File: src/hcar_pkg.sv
`timescale 1ns / 1ps

package hcar_pkg;

    localparam int PHASE_W        = 48;
    localparam int TOW_W          = 31;
    localparam int TOL_W          = 16;
    localparam int LIMIT_W        = 8;
    localparam int CFG_INDEX_W    = 2;
    localparam int CFG_DATA_W     = 16;
    localparam int FRAC_BITS_DEF  = 16;

    localparam logic [TOL_W-1:0]   TOL_RESET   = 16'd3277;
    localparam logic [LIMIT_W-1:0] LIMIT_RESET = 8'd30;

    localparam logic [CFG_INDEX_W-1:0] REG_PHASE_TOL   = 2'd0;
    localparam logic [CFG_INDEX_W-1:0] REG_MATCH_LIMIT = 2'd1;

    localparam logic [1:0] ST_SKIPPED    = 2'd0;
    localparam logic [1:0] ST_NO_TIME    = 2'd1;
    localparam logic [1:0] ST_MISMATCH   = 2'd2;
    localparam logic [1:0] ST_MATCHED    = 2'd3;

    localparam logic [1:0] POL_UNKNOWN   = 2'd0;
    localparam logic [1:0] POL_NORMAL    = 2'd1;
    localparam logic [1:0] POL_INVERTED  = 2'd2;

    typedef struct packed {
        logic                       epoch_valid;
        logic                       freq_locked;
        logic signed [PHASE_W-1:0]  pilot_phase_now;
        logic signed [PHASE_W-1:0]  pilot_phase_prev;
        logic signed [TOW_W-1:0]    pilot_tow_now;
        logic signed [TOW_W-1:0]    pilot_tow_prev;
        logic signed [PHASE_W-1:0]  data_phase_now;
        logic signed [PHASE_W-1:0]  data_phase_prev;
        logic signed [TOW_W-1:0]    data_tow_now;
        logic signed [TOW_W-1:0]    data_tow_prev;
        logic                       partner_present;
        logic                       partner_synced;
    } item_t;

    typedef struct packed {
        logic                drop_request;
        logic [1:0]          check_status;
        logic                resolved;
        logic [1:0]          partner_polarity;
        logic                partner_update;
        logic [LIMIT_W-1:0]  match_count;
    } res_t;

endpackage

File: src/hcar_in_reg.sv
`timescale 1ns / 1ps

module hcar_in_reg (
    input  logic            clk,
    input  logic            rst_n,
    input  logic            in_valid,
    input  hcar_pkg::item_t in_item,
    input  logic            advance,
    output logic            stall,
    output logic            valid,
    output hcar_pkg::item_t item
);
    import hcar_pkg::*;

    logic  valid_reg;
    logic  valid_next;
    item_t item_reg;

    assign stall      = valid_reg && !advance;
    assign valid_next = stall ? valid_reg : in_valid;
    assign valid      = valid_reg;
    assign item       = item_reg;

    always_ff @(posedge clk or negedge rst_n)
    begin
        if (!rst_n)
        begin
            valid_reg <= 1'b0;
        end
        else
        begin
            valid_reg <= valid_next;
        end
    end

    // load a new item only when the stage is free
    always_ff @(posedge clk)
    begin
        if (in_valid && !stall)
        begin
            item_reg <= in_item;
        end
    end

endmodule

File: src/hcar_eval.sv
`timescale 1ns / 1ps

module hcar_eval #(
    parameter int PHASE_FRAC_BITS = hcar_pkg::FRAC_BITS_DEF
) (
    input  logic                                clk,
    input  logic                                rst_n,
    input  logic                                cfg_valid,
    input  logic [hcar_pkg::CFG_INDEX_W-1:0]    cfg_index,
    input  logic [hcar_pkg::CFG_DATA_W-1:0]     cfg_data,
    output logic                                cfg_ready,
    input  logic                                fire,
    input  hcar_pkg::item_t                     item,
    output hcar_pkg::res_t                      res
);
    import hcar_pkg::*;

    localparam int F     = PHASE_FRAC_BITS;
    localparam int CMP_W = ((F > TOL_W) ? F : TOL_W) + 2;
    localparam logic signed [CMP_W-1:0] HALF = CMP_W'(1) << (F - 1);

    logic [TOL_W-1:0]   tol_reg;
    logic [LIMIT_W-1:0] limit_reg;
    logic [LIMIT_W-1:0] count_reg;
    logic [LIMIT_W-1:0] count_next;
    logic               sync_reg;
    logic               sync_next;

    logic               tmatch;
    logic [F-1:0]       pa;
    logic [F-1:0]       pb;
    logic [F-1:0]       frac;
    logic [F:0]         other;
    logic [F:0]         cyc_dist;
    logic signed [CMP_W-1:0] metric;
    logic signed [CMP_W-1:0] tol_s;
    logic [1:0]         found;
    logic               drop;
    logic [1:0]         status;
    logic [1:0]         pol;
    logic               upd;

    assign cfg_ready = 1'b1;

    always_ff @(posedge clk or negedge rst_n)
    begin
        if (!rst_n)
        begin
            tol_reg   <= TOL_RESET;
            limit_reg <= LIMIT_RESET;
        end
        else if (cfg_valid)
        begin
            case (cfg_index)
                REG_PHASE_TOL:   tol_reg   <= cfg_data;
                REG_MATCH_LIMIT: limit_reg <= cfg_data[LIMIT_W-1:0];
                default:         ;
            endcase
        end
    end

    // pick the first pair of equal time tags
    always_comb
    begin
        tmatch = 1'b1;
        pa     = item.pilot_phase_now[F-1:0];
        pb     = item.data_phase_now[F-1:0];
        if (item.pilot_tow_now == item.data_tow_now)
        begin
            pa = item.pilot_phase_now[F-1:0];
            pb = item.data_phase_now[F-1:0];
        end
        else if (item.pilot_tow_now == item.data_tow_prev)
        begin
            pa = item.pilot_phase_now[F-1:0];
            pb = item.data_phase_prev[F-1:0];
        end
        else if (item.pilot_tow_prev == item.data_tow_now)
        begin
            pa = item.pilot_phase_prev[F-1:0];
            pb = item.data_phase_now[F-1:0];
        end
        else if (item.pilot_tow_prev == item.data_tow_prev)
        begin
            pa = item.pilot_phase_prev[F-1:0];
            pb = item.data_phase_prev[F-1:0];
        end
        else
        begin
            tmatch = 1'b0;
        end
    end

    // distance to the nearest whole cycle
    assign frac     = pa - pb;
    assign other    = (F + 1)'(1) << F;
    assign cyc_dist = ({1'b0, frac} < (other - {1'b0, frac})) ? {1'b0, frac}
                                                               : (other - {1'b0, frac});
    assign metric   = signed'(CMP_W'(cyc_dist));
    assign tol_s    = signed'(CMP_W'(tol_reg));

    always_comb
    begin
        if (metric < tol_s)
        begin
            found = POL_INVERTED;
        end
        else if (metric > HALF - tol_s)
        begin
            found = POL_NORMAL;
        end
        else
        begin
            found = POL_UNKNOWN;
        end
    end

    always_comb
    begin
        drop       = 1'b0;
        status     = ST_SKIPPED;
        pol        = POL_UNKNOWN;
        upd        = 1'b0;
        count_next = count_reg;
        sync_next  = sync_reg;
        if (item.epoch_valid)
        begin
            if (item.freq_locked)
            begin
                drop = 1'b1;
            end
            else if (!sync_reg)
            begin
                if (!item.partner_present || item.partner_synced)
                begin
                    drop = 1'b1;
                end
                else if (!tmatch)
                begin
                    count_next = '0;
                    status     = ST_NO_TIME;
                end
                else if (found == POL_UNKNOWN)
                begin
                    count_next = '0;
                    status     = ST_MISMATCH;
                end
                else
                begin
                    status = ST_MATCHED;
                    if (count_reg < limit_reg)
                    begin
                        count_next = count_reg + LIMIT_W'(1);
                    end
                    else
                    begin
                        sync_next = 1'b1;
                        pol       = found;
                        upd       = 1'b1;
                    end
                end
            end
        end
    end

    always_ff @(posedge clk or negedge rst_n)
    begin
        if (!rst_n)
        begin
            count_reg <= '0;
            sync_reg  <= 1'b0;
        end
        else if (fire)
        begin
            count_reg <= count_next;
            sync_reg  <= sync_next;
        end
    end

    always_comb
    begin
        res.drop_request     = drop;
        res.check_status     = status;
        res.resolved         = sync_next;
        res.partner_polarity = pol;
        res.partner_update   = upd;
        res.match_count      = count_next;
    end

endmodule

File: src/hcar_out_reg.sv
`timescale 1ns / 1ps

module hcar_out_reg (
    input  logic           clk,
    input  logic           rst_n,
    input  logic           in_valid,
    input  hcar_pkg::res_t in_res,
    input  logic           out_stall,
    output logic           accept,
    output logic           out_valid,
    output hcar_pkg::res_t out_res
);
    import hcar_pkg::*;

    logic valid_reg;
    logic valid_next;
    res_t res_reg;

    assign accept     = !valid_reg || !out_stall;
    assign valid_next = accept ? in_valid : valid_reg;
    assign out_valid  = valid_reg;
    assign out_res    = res_reg;

    always_ff @(posedge clk or negedge rst_n)
    begin
        if (!rst_n)
        begin
            valid_reg <= 1'b0;
        end
        else
        begin
            valid_reg <= valid_next;
        end
    end

    // hold the result while the consumer stalls
    always_ff @(posedge clk)
    begin
        if (accept && in_valid)
        begin
            res_reg <= in_res;
        end
    end

endmodule

File: src/half_cycle_ambiguity_resolver.sv
`timescale 1ns / 1ps
// Channel   Handshake            Payload
// in        in_valid / in_stall  epoch flags, phases, time tags, partner flags
// out       out_valid / out_stall drop, status, sync, polarity, update, count
// cfg       cfg_valid / cfg_ready cfg_index, cfg_data
//
// One item per cycle sustained while out_stall is low; a result is offered after
// acceptance once the item has passed the input register, then the result register.
// Sync and match count update as the item moves into the result register.
// rst_n clears valid flags and state and loads register defaults.
// An out_stall backs up through the result register to in_stall.

module half_cycle_ambiguity_resolver #(
    parameter int PHASE_FRAC_BITS = hcar_pkg::FRAC_BITS_DEF
) (
    input  logic                                    clk,
    input  logic                                    rst_n,

    input  logic                                    in_valid,
    output logic                                    in_stall,
    input  logic                                    epoch_valid,
    input  logic                                    freq_locked,
    input  logic signed [hcar_pkg::PHASE_W-1:0]     pilot_phase_now,
    input  logic signed [hcar_pkg::PHASE_W-1:0]     pilot_phase_prev,
    input  logic signed [hcar_pkg::TOW_W-1:0]       pilot_tow_now,
    input  logic signed [hcar_pkg::TOW_W-1:0]       pilot_tow_prev,
    input  logic signed [hcar_pkg::PHASE_W-1:0]     data_phase_now,
    input  logic signed [hcar_pkg::PHASE_W-1:0]     data_phase_prev,
    input  logic signed [hcar_pkg::TOW_W-1:0]       data_tow_now,
    input  logic signed [hcar_pkg::TOW_W-1:0]       data_tow_prev,
    input  logic                                    partner_present,
    input  logic                                    partner_synced,

    output logic                                    out_valid,
    input  logic                                    out_stall,
    output logic                                    drop_request,
    output logic [1:0]                              check_status,
    output logic                                    resolved,
    output logic [1:0]                              partner_polarity,
    output logic                                    partner_update,
    output logic [hcar_pkg::LIMIT_W-1:0]            match_count,

    input  logic                                    cfg_valid,
    output logic                                    cfg_ready,
    input  logic [hcar_pkg::CFG_INDEX_W-1:0]        cfg_index,
    input  logic [hcar_pkg::CFG_DATA_W-1:0]         cfg_data
);
    import hcar_pkg::*;

    item_t in_item;
    item_t s1_item;
    logic  s1_valid;
    logic  accept;
    logic  fire;
    res_t  eval_res;
    res_t  out_res;

    always_comb
    begin
        in_item.epoch_valid      = epoch_valid;
        in_item.freq_locked      = freq_locked;
        in_item.pilot_phase_now  = pilot_phase_now;
        in_item.pilot_phase_prev = pilot_phase_prev;
        in_item.pilot_tow_now    = pilot_tow_now;
        in_item.pilot_tow_prev   = pilot_tow_prev;
        in_item.data_phase_now   = data_phase_now;
        in_item.data_phase_prev  = data_phase_prev;
        in_item.data_tow_now     = data_tow_now;
        in_item.data_tow_prev    = data_tow_prev;
        in_item.partner_present  = partner_present;
        in_item.partner_synced   = partner_synced;
    end

    assign fire = s1_valid && accept;

    hcar_in_reg u_in_reg (
        .clk      (clk),
        .rst_n    (rst_n),
        .in_valid (in_valid),
        .in_item  (in_item),
        .advance  (accept),
        .stall    (in_stall),
        .valid    (s1_valid),
        .item     (s1_item)
    );

    hcar_eval #(
        .PHASE_FRAC_BITS (PHASE_FRAC_BITS)
    ) u_eval (
        .clk       (clk),
        .rst_n     (rst_n),
        .cfg_valid (cfg_valid),
        .cfg_index (cfg_index),
        .cfg_data  (cfg_data),
        .cfg_ready (cfg_ready),
        .fire      (fire),
        .item      (s1_item),
        .res       (eval_res)
    );

    hcar_out_reg u_out_reg (
        .clk       (clk),
        .rst_n     (rst_n),
        .in_valid  (s1_valid),
        .in_res    (eval_res),
        .out_stall (out_stall),
        .accept    (accept),
        .out_valid (out_valid),
        .out_res   (out_res)
    );

    assign drop_request     = out_res.drop_request;
    assign check_status     = out_res.check_status;
    assign resolved         = out_res.resolved;
    assign partner_polarity = out_res.partner_polarity;
    assign partner_update   = out_res.partner_update;
    assign match_count      = out_res.match_count;

`ifndef SYNTH
    a_update_means_resolved: assert property (@(posedge clk) disable iff (!rst_n)
        out_valid && partner_update |-> resolved && check_status == ST_MATCHED)
        else $error("update without resolution");

    a_polarity_only_on_update: assert property (@(posedge clk) disable iff (!rst_n)
        out_valid && partner_update |->
            partner_polarity == POL_NORMAL || partner_polarity == POL_INVERTED)
        else $error("update without known polarity");

    a_no_polarity_otherwise: assert property (@(posedge clk) disable iff (!rst_n)
        out_valid && !partner_update |-> partner_polarity == POL_UNKNOWN)
        else $error("polarity outside update");

    a_drop_is_skip: assert property (@(posedge clk) disable iff (!rst_n)
        out_valid && drop_request |-> check_status == ST_SKIPPED)
        else $error("drop with check status");
`endif

endmodule

File: config.mk
export PLATFORM = sky130hd
export DESIGN_NAME = half_cycle_ambiguity_resolver
export DESIGN_NICKNAME = d
export VERILOG_FILES = /design/src/hcar_pkg.sv /design/src/hcar_in_reg.sv /design/src/hcar_eval.sv /design/src/hcar_out_reg.sv /design/src/half_cycle_ambiguity_resolver.sv
export SDC_FILE = /design/constraint.sdc
export NUM_CORES = 1
export LEC_CHECK = 0
export BUFFER_PORTS_ARGS = -buffer_cell sky130_fd_sc_hd__buf_2
export CORE_MARGIN = 4
export CORE_UTILIZATION = 49
export CTS_BUF_LIST = sky130_fd_sc_hd__clkbuf_8
export DETAILED_ROUTE_END_ITERATION = 10
export PLACE_DENSITY = 0.83
export SLEW_MARGIN = 10
export SYNTH_ARGS = -nofsm -noshare
export SYNTH_HDL_FRONTEND = slang
export SYNTH_SLANG_ARGS = --single-unit
export TNS_END_PERCENT = 5
File: constraint.sdc
create_clock -name clk -period 7.95 [get_ports clk]
set_input_delay 1.1925 -clock clk [delete_from_list [all_inputs] [get_ports clk]]
set_output_delay 1.1925 -clock clk [all_outputs]
set_load 0.005 [all_outputs]
==> results of run 1 <==
## path summary, 6_finish.rpt
| check | slack, ns | cells past startpoint | endpoint | startpoint |
|---|---|---|---|---|
| min in group asynchronous | 0.75 | 1 | u_eval.sync_reg$_DFFE_PN0P_ | rst_n |
| worst max register to register | -0.39 | 35 | u_out_reg.out_res[1]$_DFFE_PP_ | u_in_reg.item[21]$_DFFE_PP_ |
| max in group asynchronous | 6.70 | 1 | u_eval.count_reg[5]$_DFFE_PN0P_ | rst_n |
| worst max-delay path | -0.39 | 35 | u_out_reg.out_res[1]$_DFFE_PP_ | u_in_reg.item[21]$_DFFE_PP_ |
| worst min register to register | 0.50 | 1 | u_out_reg.out_valid$_DFFE_PN0N_ | u_in_reg.valid$_DFFE_PN0N_ |
| worst min-delay path | 0.50 | 1 | u_out_reg.out_valid$_DFFE_PN0N_ | u_in_reg.valid$_DFFE_PN0N_ |
## final cells by class
type                            instances  area [µm²]  share of cell area
Antenna cell                            1        2.50            0.000153
Clock buffer                           40         551              0.0336
Clock inverter                         32         213              0.0130
Inverter                               48         180              0.0110
Multi-Input combinational cell        647        5430               0.331
Sequential cell                       242        7110               0.433
Tap cell                              324         405              0.0247
Timing Repair Buffer                  402        2510               0.153
## per-layer routing
metal	vias up	track usage
met5	-	0
met4	6	0.0687
met3	74	0.0559
met2	371	0.345
met1	4334	0.296
li1	4430	-
## timing repair
action                     in CTS  in global routing
pin swaps                      43                 21
hold endpoints to repair        0                  0
resized for setup              44                 17
setup buffers                  16                  3
cloned                          1                  0
setup endpoints to repair      22                 22
## cells by family (layout without fill, tap and decap cells)
family / Yosys count / after routing / synth area share
flip-flops: 242 / 242 / 0.575
AND/OR/NAND/NOR: 232 / 232 / 0.102
XOR/XNOR: 157 / 157 / 0.113
AO/OA/AOI/OAI: 146 / 146 / 0.0821
adder cells (fa/ha/maj): 64 / 64 / 0.0650
buffers and inverters: 63 / 522 / 0.0201
multiplexers: 47 / 47 / 0.0421
other: 1 / 2 / 0.000304
## metrics by stage
stage | setup slack (ns) | power [mW]
after floorplan | 0.0480 | 2.19
after global placement | -0.397 | 2.55
after detailed placement | -0.577 | 2.60
after CTS | -0.237 | 3.78
after global routing | -0.753 | 3.99
final | -0.395 | 3.77
## power by group through the flow
| stage | clock network, mW | logic, mW | registers, mW |
|---|---|---|---|
| 4_1_cts | 1.08 | 1.13 | 1.56 |
| 6_report | 1.05 | 1.16 | 1.56 |
| 5_1_grt | 1.15 | 1.27 | 1.57 |
| 2_1_floorplan | 0 | 0.609 | 1.58 |
| 3_5_place_dp | 0 | 1.02 | 1.58 |
| 3_3_place_gp | 0 | 0.975 | 1.58 |
## critical path, delay by kind of cell, from the launching register on
kind            cells  cell delay (ns)
simple gates       15             3.34
compound gates      6             1.16
fa+ha+maj           4             1.12
buf+inv             6             0.87
mux                 2             0.69
xor+xnor            2             0.45
flops               1             0.42
## synth_stat cells (11+ instances only)
cell type | n | area, µm²
edfxtp_1 | 207 | 6220
xnor2_1 | 86 | 753
xor2_1 | 69 | 604
ha_1 | 61 | 763
nand2_1 | 59 | 221
inv_1 | 48 | 180
a21oi_1 | 39 | 195
nor2_1 | 33 | 124
mux2_2 | 30 | 338
o21ai_0 | 29 | 145
nand4_1 | 27 | 169
nor4_1 | 27 | 169
dfrtp_1 | 24 | 601
nand3_1 | 21 | 105
a21o_1 | 16 | 120
mux2i_1 | 16 | 160
clkbuf_1 | 12 | 45.0
dfstp_2 | 11 | 289
nor3_1 | 11 | 55.1
==> flow_summary.toml, run 1 <==
[run_status]
status = "finished, violations left"
violations = "setup timing"

[timing]
setup_viol = 20
period_needed_ns = 8.34
tightest_slew_ns = 1.07
timing.final.hold_violations = 0
max_freq_mhz = 120
tns_ns = -5.01
slew_headroom = 0.284
clock_skew_ns = 0.0294
slew_violations = 0
fin_ws_ns = -0.395
rsz0062_at_grt = "true"
hold_slack_ns = 0.499
final.period_utilization = 1.05

[placement]
gp_congestion = 0.894
hpwl_um = 23300
placed_cell_area_mm2 = 0.0151
numPortBuffers = 231
dp.cells = 1645

[worst_setup_path]
critPathMaxStageDelay_ns = 0.51
required_ns = 8.23
cp_max_fo = 7
worst-setup-path-type = "reg -> reg"
arrival_ns = 8.63
critPathLaunchType = "flip-flop"
crit_slowest_cell = "or4_4"
endpoint_kind = "flip-flop"

[synth]
synthCells = 952
ys_ff_latch = 242
ys_seq_area_frac = 0.575
yosys_warnings = 0
synth_edf_count = 207
synthesis.area_mm2 = 0.0124
syn_nets = 1357
ys_types = 75
syn_avg_cell_area_um2 = 13.0
async_flop_share = 0.145
synth_flop_cell = "edfxtp_1"

[power_and_ir_drop]
ir_drop_mv = 0.196
leakagePower_nw = 6.84
combPwrFrac = 0.307
p_seq_frac = 0.414
cellPowerDensity_mw_per_mm2 = 230
netSwitchingFraction = 0.299
switching_power_mw = 1.13
clockPowerShare = 0.279
intPower_mw = 2.64

[final_layout]
fin_util = 0.668
drive_above_1_share = 0.407
nNetsFinal = 1786
largest_reg_flops = 192
syn_to_final_growth_pct = 32.7
final_common_cell = "buf_2"
final_cell_area_mm2 = 0.0164
instances_no_fill = 1736
final_cell_mix = "231 x buf_2, 207 x edfxtp_1, 164 x buf_4, 76 x xnor2_1, 68 x xor2_1"
fill_cells = 1735

[clock_network]
ctsHoldBuffers = 0
clock-root-buffer = "clkbuf_8"
numCtsBuffers = 40
clkSinkCount = 242
insertion_delay_ns = 0.55
cts_tree = "yes"
cts_htree_levels = 2
clk_pin_slew_ns = 0.06
cts_buffer_depth = 3

[route]
totalWireLength_um = 30900
dr_wl_met3_um = 2420
remaining_drc_errors = 0
top_layer_used = "met5"
wl_per_cell_um = 17.8
vias = 9215
drt_first_pass_iters = 5
drt_iter0_drc = 559
postRouteAntennaNets = 0
wl_met1_um = 13400
viasPerCell = 5.31
wl_met2_um = 14300

[global_routing]
grt_max_degree = 88
grt-ovfl-total = 0
grt_pass1_vias = 9603
grt_pass1_wl_um = 48700
antenna_found_initial = 3
grt.total_usage = 0.217

[worst_hold_path]
hold_path_class = "reg -> reg"

[flow_run]
max_cap_viol_count = 0

[floorplan]
coreArea_mm2 = 0.0245
io_pins = 361
fp.dieW_um = 167
num_rows = 57
initial_core_util = 0.503
die_h_um = 167
die_area_mm2 = 0.0278
(Power assumes the default switching activity.)
==> run 2, diff against run 1 <==
- CORE_UTILIZATION: 49 -> 47
- CTS_BUF_LIST: sky130_fd_sc_hd__clkbuf_8 -> sky130_fd_sc_hd__clkbuf_8 sky130_fd_sc_hd__clkbuf_16
- PLACE_DENSITY: 0.83 -> 0.8
==> run 2 against run 1 <==
  * The run still ends with setup timing left
  * Combinational power grew 3%
  * Final area grew 2.6%
  * Global-route usage shrank 1.5 points
  * Via count shrank 0.66%
  * Clock power grew 4%
  * Wire length grew 0.46%
  * Utilization shrank 2.1 points
  * Die area grew 4.0%
  * Fmax shrank 0.90%
  * Highest routed layer unchanged
==> flow_summary.toml, run 2 (synthesis gave the netlist of run 1 again) <==
[worst_setup_path]
cp_max_fo = 7
endpoint_kind = "flip-flop"
required_ns = 8.25
arrival_ns = 8.72
worst-setup-path-type = "reg -> reg"
crit_slowest_cell = "a211oi_4"
critPathLaunchType = "flip-flop"
critPathMaxStageDelay_ns = 0.42

[floorplan]
fp.dieW_um = 170
die_area_mm2 = 0.0289
num_rows = 59
coreArea_mm2 = 0.0260
initial_core_util = 0.475
die_h_um = 170
io_pins = 361

[global_routing]
grt_pass1_wl_um = 46700
grt.total_usage = 0.202
grt_max_degree = 82
grt-ovfl-total = 0
grt_pass1_vias = 9006
antenna_found_initial = 5

[route]
remaining_drc_errors = 0
totalWireLength_um = 31100
drt_iter0_drc = 534
viasPerCell = 5.22
postRouteAntennaNets = 0
drt_first_pass_iters = 5
vias = 9154
wl_per_cell_um = 17.7

[clock_network]
clk_pin_slew_ns = 0.06
numCtsBuffers = 26
cts_buffer_depth = 3
cts_htree_levels = 1
insertion_delay_ns = 0.54
cts_tree = "yes"
clkSinkCount = 242
clock-root-buffer = "clkbuf_16"

[timing]
clock_skew_ns = 0.0143
timing.final.hold_violations = 0
fin_ws_ns = -0.471
period_needed_ns = 8.42
tightest_slew_ns = 1.33
rsz0062_at_grt = "true"
slew_violations = 0
tns_ns = -7.08
final.period_utilization = 1.06
max_freq_mhz = 119
setup_viol = 20
slew_headroom = 0.107

[power_and_ir_drop]
ir_drop_mv = 0.187
switching_power_mw = 1.12
clockPowerShare = 0.283
combPwrFrac = 0.312
netSwitchingFraction = 0.292
intPower_mw = 2.72
p_seq_frac = 0.405
leakagePower_nw = 6.98
cellPowerDensity_mw_per_mm2 = 228

[placement]
hpwl_um = 23300
numPortBuffers = 231
dp_slack_ns = -0.663
gp_congestion = 0.862

[final_layout]
largest_reg_flops = 192
final_cell_mix = "231 x buf_2, 207 x edfxtp_1, 191 x buf_4, 79 x xnor2_1, 69 x xor2_1"
syn_to_final_growth_pct = 36.2
final_common_cell = "buf_2"
drive_above_1_share = 0.426
nNetsFinal = 1804

[flow_run]
max_cap_viol_count = 0

[worst_hold_path]
hold_path_class = "reg -> reg"

[run_status]
violations = "setup timing"
status = "finished, violations left"
==> run 2: cell types whose count changed in the layout (fill, tap and decap cells not counted), moves of 3 or more <==
cell        change
a21oi_1         -3
buf_4          +27
buf_6           +3
clkbuf_16      +28
clkbuf_8       -40
clkinv_1        -6
clkinv_2        -8
clkinvlp_4      +3
ha_1            -4
o21ai_0         -6
o21ai_2         +4
xnor2_1         +3
xnor2_2         -3
==> run 2: final timing paths <==
| check | startpoint | to | slack (ns) | cells after the start |
|---|---|---|---|---|
| worst max-delay path | u_in_reg.item[23]$_DFFE_PP_ | u_out_reg.out_res[6]$_DFFE_PP_ | -0.47 | 42 |
| worst min-delay path | u_in_reg.valid$_DFFE_PN0N_ | u_out_reg.out_valid$_DFFE_PN0N_ | 0.49 | 1 |
| worst max register to register | u_in_reg.item[23]$_DFFE_PP_ | u_out_reg.out_res[6]$_DFFE_PP_ | -0.47 | 42 |
| worst min register to register | u_in_reg.valid$_DFFE_PN0N_ | u_out_reg.out_valid$_DFFE_PN0N_ | 0.49 | 1 |
| max in group asynchronous | rst_n | u_eval.tol_reg[1]$_DFFE_PN0P_ | 6.69 | 1 |
| min in group asynchronous | rst_n | u_eval.sync_reg$_DFFE_PN0P_ | 0.74 | 1 |
==> run 2: layout make-up <==
class | count | area [µm²]
multi-input combinational | 647 | 5560
fill | 1899 | 9170
antenna | 2 | 5.00
clock inverter | 19 | 121
tap | 335 | 419
inverter | 48 | 180
clock buffer | 26 | 651
sequential | 242 | 7110
timing repair buffer | 434 | 2780
==> run 2: power groups by stage <==
stage               sequential [mW]  combinational (mW)  clock, mW
detailed placement             1.58                1.04          0
floorplan                      1.58               0.609          0
CTS                            1.55                1.05       1.11
finish                         1.56                1.20       1.09
global route                   1.56                1.31       1.18
global placement               1.57                1.00          0
==> run 2: per-stage QoR <==
step / area, µm² / hold WS, ns / utilization / power, mW / cells
3_3_place_gp: 15300 / 0.461 / 0.589 / 2.58 / 1680
6_report: 16800 / 0.486 / 0.647 / 3.84 / 1753
3_5_place_dp: 15300 / 0.480 / 0.589 / 2.62 / 1680
2_1_floorplan: 12400 / 0.451 / - / 2.19 / 952
4_1_cts: 16200 / 0.494 / 0.622 / 3.72 / 1726
5_1_grt: 16800 / 0.536 / 0.647 / 4.05 / 1753
==> run 2: timing repair <==
item,CTS,global route
resized for setup,11,89
hold buffers,0,0
gates cloned,0,2
buffers inserted,1,23
endpoints found under the setup margin,22,22
pin swaps,7,60
endpoints found under the hold margin,0,0
==> run 2: per-layer routing <==
layer	part of all wire	GRT usage	vias up
met1	0.44	0.288	4286
li1	-	-	4455
met4	0.019	0.0465	6
met5	0.0011	0	-
met2	0.47	0.326	349
met3	0.074	0.0381	58
==> run 2: critical path: cells and delay by family, from the launching register on <==
kind / cells / cell delay (ns)
adder cells (fa/ha/maj): 4 / 0.94
AO/OA/AOI/OAI: 14 / 2.68
XOR/XNOR: 2 / 0.37
flip-flops: 1 / 0.41
buffers and inverters: 8 / 1.12
multiplexers: 2 / 0.61
AND/OR/NAND/NOR: 12 / 2.01
==> run 3, diff against run 2 <==
- ABC_AREA: unset -> 1
- CORE_UTILIZATION: 47 -> 48
- PLACE_DENSITY: 0.8 -> 0.81
==> run 3 against run 2 <==
  * Non-clock buffer count is 192 lower
  * First-iteration DRC count grew 0.56%
  * Synthesized area grew 5.5%
  * Combinational power fell by 34%
  * Total power decreased by 5.9%
  * Cell count rose by 12%
  * Clock skew down 0.00056 ns
  * Clock-buffer cell count unchanged
  * Flip-flop and latch count did not move
  * Setup slack gained 1.2 ns
  * The flow now finishes without violations
  * Sequential power hardly changed
==> flow_summary.toml, run 3 <==
[clock_network]
numCtsBuffers = 26
insertion_delay_ns = 0.55
clock-root-buffer = "clkbuf_16"
clkSinkCount = 242
clk_pin_slew_ns = 0.06
cts_tree = "yes"
cts_htree_levels = 1
cts_buffer_depth = 3
ctsHoldBuffers = 0

[global_routing]
grt_pass1_wl_um = 46000
antenna_found_initial = 5
grt.total_usage = 0.187
grt-ovfl-total = 0
grt_pass1_vias = 9602
grt_max_degree = 92

[route]
drt_first_pass_iters = 5
postRouteAntennaNets = 0
viasPerCell = 4.92
vias = 9610
drt_iter0_drc = 537
wl_per_cell_um = 14.6
totalWireLength_um = 28500
remaining_drc_errors = 0

[synth]
synth_edf_count = 207
async_flop_share = 0.145
ys_ff_latch = 242
syn_avg_cell_area_um2 = 9.79
yosysTopAreaCell = "edfxtp_1"
synthCells = 1331
syn_nets = 1736
synth_commonest_cells = "350 x nand2_1, 207 x edfxtp_1, 180 x inv_1"
synth.top_cell.area_share = 0.477
ys_types = 52
synthTopCellsByArea = "edfxtp_1 48%, nand2_1 10%, ha_1 5.9%"
ys_seq_area_frac = 0.545
yosys_warnings = 0
synthesis.area_mm2 = 0.0130
yosysMostFrequentCell = "nand2_1"
synth_flop_cell = "edfxtp_1"

[worst_hold_path]
hold_depth = 2
hold_path_class = "reg -> reg"
min_from = "u_eval.limit_reg[6]$_DFFE_PN0P_"

[power_and_ir_drop]
combPwrFrac = 0.219
switching_power_mw = 1.04
power_mw = 3.62
intPower_mw = 2.58
ir_drop_mv = 0.198
clockPowerShare = 0.346
leakagePower_nw = 7.37
netSwitchingFraction = 0.288
p_seq_frac = 0.434
cellPowerDensity_mw_per_mm2 = 232

[worst_setup_path]
crit_end = "u_out_reg.out_res[9]$_SDFFCE_PP0P_"
endpoint_kind = "flip-flop"
r2r_slack_ns = 0.69
cp_max_fo = 12
timing.rr.start = "u_in_reg.item[59]$_DFFE_PP_"
required_ns = 8.36
rr_worst_depth = 42
critPathMaxStageDelay_ns = 0.43
crit_top_cell = "nand2_1"
arrival_ns = 7.68
crit_slowest_cell = "edfxtp_1"
cp-startpoint = "u_in_reg.item[59]$_DFFE_PP_"
r2r_end = "u_out_reg.out_res[9]$_SDFFCE_PP0P_"
worst-setup-path-type = "reg -> reg"
critPathLaunchType = "flip-flop"

[placement]
dp_slack_ns = 0.421
numPortBuffers = 231
placed_cell_area_mm2 = 0.0146
gp_congestion = 0.872
hpwl_um = 22200

[final_layout]
largest_reg_flops = 192
final_cell_area_mm2 = 0.0156
syn_to_final_growth_pct = 19.6
nNetsFinal = 1997
final_cell_mix = "349 x nand2_1, 231 x buf_2, 207 x edfxtp_1, 186 x inv_1, 123 x nor2_1"
drive_above_1_share = 0.229
fill_cells = 2204
final_common_cell = "nand2_1"

[floorplan]
die_area_mm2 = 0.0298
coreArea_mm2 = 0.0268
die_h_um = 173
initial_core_util = 0.486
io_pins = 361
num_rows = 60
fp.dieW_um = 173

[timing]
timing.final.hold_violations = 0
tightest_slew_ns = 0.862
hold_slack_ns = 0.486
fin_ws_ns = 0.685
rsz0062_at_grt = "false"
slew_violations = 0
tns_ns = 0
final.period_utilization = 0.914
setup_viol = 0
clock_skew_ns = 0.0138
slew_headroom = 0.424
max_freq_mhz = 138
period_needed_ns = 7.26

[run_status]
status = "complete, no violations"

[flow_run]
max_cap_viol_count = 0
## run 3: repair_timing
| item | CTS | global route |
|---|---|---|
| endpoints found under the hold margin | 0 | 0 |
| resized for setup | 0 | 9 |
| setup buffers | 0 | 7 |
| setup endpoints to repair | 0 | 22 |
## run 3: cell families (layout without fill, tap and decap cells)
group / count (synthesis) / in the layout / share of synthesized area
AND/OR/NAND/NOR: 590 / 591 / 0.193
flip-flops: 242 / 242 / 0.545
buffers and inverters: 202 / 482 / 0.0596
XOR/XNOR: 107 / 107 / 0.0748
AO/OA/AOI/OAI: 99 / 99 / 0.0437
adder cells (fa/ha/maj): 62 / 62 / 0.0601
multiplexers: 28 / 28 / 0.0229
other: 1 / 3 / 0.000288
## run 3: cell type report
type	instances	area [µm²]	area share
Clock inverter	22	249	0.0160
Inverter	192	726	0.0466
Timing Repair Buffer	242	1240	0.0797
Tap cell	341	427	0.0274
Clock buffer	26	651	0.0417
Multi-Input combinational cell	888	5180	0.332
Antenna cell	2	5.00	0.000321
Sequential cell	242	7110	0.456
## run 3: worst max-delay path, delay by kind of cell, from the launching register on
kind            cells  cell delay (ns)
xor+xnor            3             0.59
buf+inv             6             0.56
mux                 1             0.35
fa+ha+maj           4             1.26
simple gates       24             2.99
compound gates      4             0.93
flops               1             0.43
## run 3: routing by layer
layer / part of all wire / GRT usage / routed length (µm)
met1: 0.44 / 0.251 / 12600
met2: 0.46 / 0.310 / 13100
met4: 0.024 / 0.0479 / 692
met5: 0.0012 / 0 / 35
met3: 0.075 / 0.0420 / 2140
## run 3: how the worst min path moves through the flow
stage	slack [ns]	to
after global routing	0.52	u_out_reg.out_valid$_DFFE_PN0N_
after CTS	0.49	u_eval.limit_reg[6]$_DFFE_PN0P_
final	0.49	u_eval.limit_reg[6]$_DFFE_PN0P_
after detailed placement	0.48	u_eval.limit_reg[6]$_DFFE_PN0P_
after floorplan	0.45	u_eval.limit_reg[0]$_DFFE_PN0P_
after global placement	0.46	u_out_reg.out_valid$_DFFE_PN0N_
## run 3: power groups by stage
stage / logic (mW) / clock network, mW / registers, mW
after floorplan: 0.563 / 0 / 1.59
after global placement: 0.740 / 0 / 1.59
after detailed placement: 0.776 / 0 / 1.60
after CTS: 0.781 / 1.28 / 1.57
after global routing: 0.908 / 1.34 / 1.58
final: 0.792 / 1.25 / 1.57
## run 3: stage by stage
step | cells | util
final | 1955 | 0.582
after global routing | 1955 | 0.582
after CTS | 1945 | 0.578
after detailed placement | 1897 | 0.544
after global placement | 1897 | 0.544
after floorplan | 1331 | -
